File: src/hw/rtl/identifier_symbol_table_macros.svh
// Assertion macros for the identifier symbol table.
`ifndef IDENTIFIER_SYMBOL_TABLE_MACROS_SVH
`define IDENTIFIER_SYMBOL_TABLE_MACROS_SVH
`ifndef ASSERT_OFF
`define IST_ASSERT_IMPLIES(lbl, clk, rst, ante, cons) \
   lbl: assert property (@(posedge clk) disable iff (rst) (ante) |-> (cons)) \
      else $error("identifier_symbol_table: assertion failed");
`define IST_ASSERT_NEXT(lbl, clk, rst, ante, cons) \
   lbl: assert property (@(posedge clk) disable iff (rst) (ante) |=> (cons)) \
      else $error("identifier_symbol_table: assertion failed");
`else
`define IST_ASSERT_IMPLIES(lbl, clk, rst, ante, cons)
`define IST_ASSERT_NEXT(lbl, clk, rst, ante, cons)
`endif
`endif

File: src/hw/rtl/ist_pkg.sv
// Shared types, codes and byte classes of the identifier symbol table.
package ist_pkg;

   localparam int unsigned STATUS_W = 3;
   localparam int unsigned INDEX_W  = 10;
   localparam int unsigned LENGTH_W = 4;
   localparam logic [LENGTH_W-1:0] LEN_SAT = 4'd13;

   localparam logic [STATUS_W-1:0] ST_ENTERED  = 3'd0;
   localparam logic [STATUS_W-1:0] ST_EXISTED  = 3'd1;
   localparam logic [STATUS_W-1:0] ST_ILLEGAL  = 3'd2;
   localparam logic [STATUS_W-1:0] ST_LONG     = 3'd3;
   localparam logic [STATUS_W-1:0] ST_OVERFLOW = 3'd4;

   typedef enum logic [2:0] {
      OP_NONE,
      OP_CLEAR,
      OP_BYTE,
      OP_FINISH,
      OP_HEAD,
      OP_ENTRY,
      OP_CMP,
      OP_INSERT
   } op_type;

   typedef struct packed {
      logic out_free;
      logic clear_done;
      logic to_finish;
      logic go_walk;
      logic head_valid;
      logic cmp_hit;
      logic cmp_miss;
      logic has_next;
   } status_type;

   function automatic logic is_sep(input logic [7:0] c);
      return c == 8'h20 || c == 8'h2E || c == 8'h2C || c == 8'h3B || c == 8'h3A ||
             c == 8'h3F || c == 8'h21 || c == 8'h09 || c == 8'h0A || c == 8'h00;
   endfunction

   function automatic logic is_digit(input logic [7:0] c);
      return c >= 8'h30 && c <= 8'h39;
   endfunction

   function automatic logic is_word(input logic [7:0] c);
      return (c >= 8'h61 && c <= 8'h7A) || (c >= 8'h41 && c <= 8'h5A) ||
             is_digit(c) || c == 8'h5F;
   endfunction

endpackage

File: src/hw/rtl/ist_ctrl.sv
// Sequencer for byte intake, word judging and chain walk.
module ist_ctrl (
   input  logic                clock,
   input  logic                reset,
   input  logic                req_tvalid,
   input  ist_pkg::status_type st,
   output logic                req_tready,
   output ist_pkg::op_type     op
);
   typedef enum logic [2:0] {
      S_CLEAR, S_IDLE, S_FINISH, S_HEAD, S_ENTRY, S_CMP, S_INSERT
   } state_type;

   state_type state_ff, state_in;

   assign req_tready = (state_ff == S_IDLE) && st.out_free;

   always_comb begin
      op       = ist_pkg::OP_NONE;
      state_in = state_ff;
      case (state_ff)
         S_CLEAR: begin
            op = ist_pkg::OP_CLEAR;
            if (st.clear_done) state_in = S_IDLE;
         end
         S_IDLE: begin
            if (req_tvalid && req_tready) begin
               op = ist_pkg::OP_BYTE;
               if (st.to_finish) state_in = S_FINISH;
            end
         end
         S_FINISH: begin
            op       = ist_pkg::OP_FINISH;
            state_in = st.go_walk ? S_HEAD : S_IDLE;
         end
         S_HEAD: begin
            op       = ist_pkg::OP_HEAD;
            state_in = st.head_valid ? S_ENTRY : S_INSERT;
         end
         S_ENTRY: begin
            op       = ist_pkg::OP_ENTRY;
            state_in = S_CMP;
         end
         S_CMP: begin
            op = ist_pkg::OP_CMP;
            if (st.cmp_hit) state_in = S_IDLE;
            else if (st.cmp_miss) state_in = st.has_next ? S_ENTRY : S_INSERT;
         end
         S_INSERT: begin
            op       = ist_pkg::OP_INSERT;
            state_in = S_IDLE;
         end
         default: state_in = S_IDLE;
      endcase
   end

   always_ff @(posedge clock) begin
      if (reset) begin
         state_ff <= S_CLEAR;
      end else begin
         state_ff <= state_in;
      end
   end
endmodule

File: config.mk
export PLATFORM = sky130hd
export DESIGN_NAME = ist_ctrl
export DESIGN_NICKNAME = d
export VERILOG_FILES = /design/src/hw/rtl/identifier_symbol_table_macros.svh /design/src/hw/rtl/ist_pkg.sv /design/src/hw/rtl/ist_ctrl.sv
export SDC_FILE = /design/constraint.sdc
export NUM_CORES = 1
export LEC_CHECK = 0
export CORE_AREA = 4 4 41 43
export CTS_BUF_LIST = sky130_fd_sc_hd__clkbuf_2 sky130_fd_sc_hd__clkbuf_4 sky130_fd_sc_hd__clkbuf_8
export CTS_CLUSTER_DIAMETER = 120
export DETAILED_ROUTE_END_ITERATION = 10
export DIE_AREA = 0 0 45 47
export DONT_BUFFER_PORTS = 1
export PLACE_DENSITY_LB_ADDON = 0.25
export SYNTH_ARGS = -nofsm -noshare
export SYNTH_HDL_FRONTEND = slang
export SYNTH_SLANG_ARGS = --single-unit
File: constraint.sdc
create_clock -name clock -period 2.63 [get_ports clock]
set_input_delay 0.1315 -clock clock [delete_from_list [all_inputs] [get_ports clock]]
set_output_delay 0.1315 -clock clock [all_outputs]
set_load 0.05 [all_outputs]
==> summary.md <==
| Metric | Value |
|---|---|
| Design Area, Final | 330 um^2 |
| CTS Buffer Depth | 2 |
| Post-CTS Resized | 0 |
| FF+latch area | 60.1 um^2 |
| Mapped Nets | 45 |
| Worst flop-to-flop path endpoint | state_ff[0]$_SDFFE_PP0P_ |
| WP buf/inv | 0 |
| Initial Utilization | 22.4% |
| Vias | 259 |
| Syn_area_per_cell | 8.57 um^2 |
| LEAKAGE | 0.000118 uW |
| Vias in the first global route | 268 |
| Final setup viols | 0 |
| Biggest regs | state_ff: 3 flops |
| Final layout net count | 49 |
| Synthesis-stage register bit count | 3 |
| Max H-tree Level | 1 |
| Initial drt markers | 2 |
| Final ANT Viol Nets | 0 |
| WP depth | 2 |
| Most common cell after layout, fill and taps aside | nor2_1 |
| Die height | 47 um |
| Largest stage delay, worst path | 480 ps |
| Ports | 15 |
| CP endpoint | req_tready |
| Tcrit/Tclk final | 59.1% |
| # clock sinks | 3 |
| # DRC | 0 |
| Clock period minus worst slack | 1550 ps |
| Routed WL | 685 um |
| Via/cell ratio | 4.98 |
| CP delay by family, top | simple AND/OR/NAND/NOR gates |
| Commonest cells after routing, fill and taps aside | 5 x nor2_1, 4 x clkbuf_4, 3 x a21oi_1, 3 x nand2_1, 3 x dfxtp_1 |
| RSZ-0062 raised after global routing | false |
| Die X-Extent | 45 um |
| Post-DP Area | 290 um^2 |
| HP Class | input pin to flip-flop |
| Worst Path Required | 2500 ps |
| Critical path launch point type | flip-flop |
| Routability Congestion | 0.687 |
| Hold_ws | 56.0 ps |
| Gate Count Post-Synth | 34 |
| Slew Limit Headroom | 63.6% |
| Die footprint | 0.00212 mm^2 |
| Setup TNS Final | 0 ps |
| Core Rows | 13 |
| Synth cell types | 23 |
| Skew final | 1.72 ps |
| Status | completed |
| Worst-path clk slew | 40 ps |
| Core Area | 0.00130 mm^2 |
| Least-Margin Pin Slew | 545 ps |
| Max frequency | 644 MHz |
| Max-cap violations | 0 |
| N_diodes | 0 |
| Area of the multi-input gates | 200 um^2 |
| Synthesis-to-finish area growth | 13.3% |
| Largest Register | state_ff |
| Clock Latency Late Sink | 230 ps |
| GR Util All Layers | 9.00% |
| CTS tree | done |
| Crit-path max FO | 9 |
| # fillers | 159 |
| Drt first pass iters | 2 |
| R2R Path Start | state_ff[0]$_SDFFE_PP0P_ |
| Total CTS buffers | 3 |
| Initial antenna violation count | 0 |
| Reg2Reg Depth | 3 |
| Share of layout cells above drive strength 1 | 29.7% |
| Max-slew violation count | 0 |
| DR WL/cell | 13.2 um |
| Syn Std Cell Area | 292 um^2 |
| Power per cell area | 616 mW/mm^2 |
| GRT overflow | 0 |
| Max reg flops | 3 |
| Worst Path Arrival | 1420 ps |
| Largest net degree at the start of global routing | 13 |
| Peak supply drop | 0.331 mV |
| Critical path capture point type | output pin |
| Slowest-stage cell, CP | dfxtp_1 |
| WS Path Type | flip-flop to output pin |
| Global-route wire length before repair | 1190 um |
| Synthesis Warnings | 0 |
| Final Core Density | 25.4% |
| Final hold violation count | 0 |
| Critical path startpoint | state_ff[0]$_SDFFE_PP0P_ |
| Sequential-to-total area share from yosys stat | 20.6% |
| Setup slack, reg-to-reg | 1180 ps |
| # port buffers | 0 |
| CTS root buf | clkbuf_4 |
| Cell Chain, Critical Path | and2b_2 > and3b_1 |
==> power by group <==
group	switching (uW)	internal (uW)
clock network	23.7	67.1
registers	9.31	49.2
logic	34.1	20.0
total	67.1	136
==> how the worst min path moves through the flow <==
| stage | cells after the start | slack [ps] | from | end |
|---|---|---|---|---|
| 5_1_grt | 2 | 70 | reset | state_ff[0]$_SDFFE_PP0P_ |
| 4_1_cts | 2 | 50 | reset | state_ff[0]$_SDFFE_PP0P_ |
| 2_1_floorplan | 1 | 200 | reset | state_ff[1]$_SDFFE_PP0P_ |
| 3_5_place_dp | 1 | 210 | reset | state_ff[1]$_SDFFE_PP0P_ |
| 6_report | 2 | 60 | reset | state_ff[0]$_SDFFE_PP0P_ |
| 3_3_place_gp | 1 | 210 | reset | state_ff[1]$_SDFFE_PP0P_ |
==> timing repair <==
action	in CTS	in global routing
endpoints found under the hold margin	2	0
hold buffers	1	0
buffers inserted	0	0
==> metrics by stage <==
stage,cells,power (uW),setup WS (ps)
global route,52,219,998
CTS,52,208,1060
global placement,47,112,1250
detailed placement,47,113,1180
finish,52,203,1080
floorplan,34,111,1090
==> cells in the mapped netlist <==
cell,number,area share (%)
inv_1,1,1.3
nand3_2,1,3.4
and3_1,1,2.1
buf_6,2,7.7
nor3_1,1,1.7
o31a_1,1,3.0
nand4bb_1,1,3.9
a32oi_1,1,3.0
buf_2,1,1.7
dfxtp_1,3,21
and2b_4,1,3.4
and2b_2,1,3.0
xnor2_1,1,3.0
or3_1,1,2.1
a21oi_1,3,5.1
nand2_1,3,3.9
nor2_1,5,6.4
mux2_2,1,3.9
nor4_4,1,7.3
a2111oi_2,1,5.1
a21boi_0,1,2.6
a22oi_1,1,2.6
and3b_1,1,3.0
==> routing by layer <==
layer,share of wire [%],vias to the layer above,GRT usage (%)
met5,0,-,0
met4,8.3,0,15.8
met3,8.2,4,2.68
met2,43,15,11.6
met1,40,111,8.84
li1,-,129,-
==> final cells by class <==
type | count | share of cell area [%]
Inverter | 1 | 1.14
Multi-Input combinational cell | 27 | 60.6
Sequential cell | 3 | 18.2
Tap cell | 15 | 5.68
Timing Repair Buffer | 2 | 5.30
Clock buffer | 4 | 9.09
==> cell families (layout without fill, tap and decap cells) <==
family	after synthesis	after routing	share of synthesized area, %
simple gates	17	17	40.3
compound gates	8	8	21.5
buf+inv	4	7	10.7
flops	3	3	20.6
xor+xnor	1	1	3.00
mux	1	1	3.86
Power figures use the tool's default switching activity.
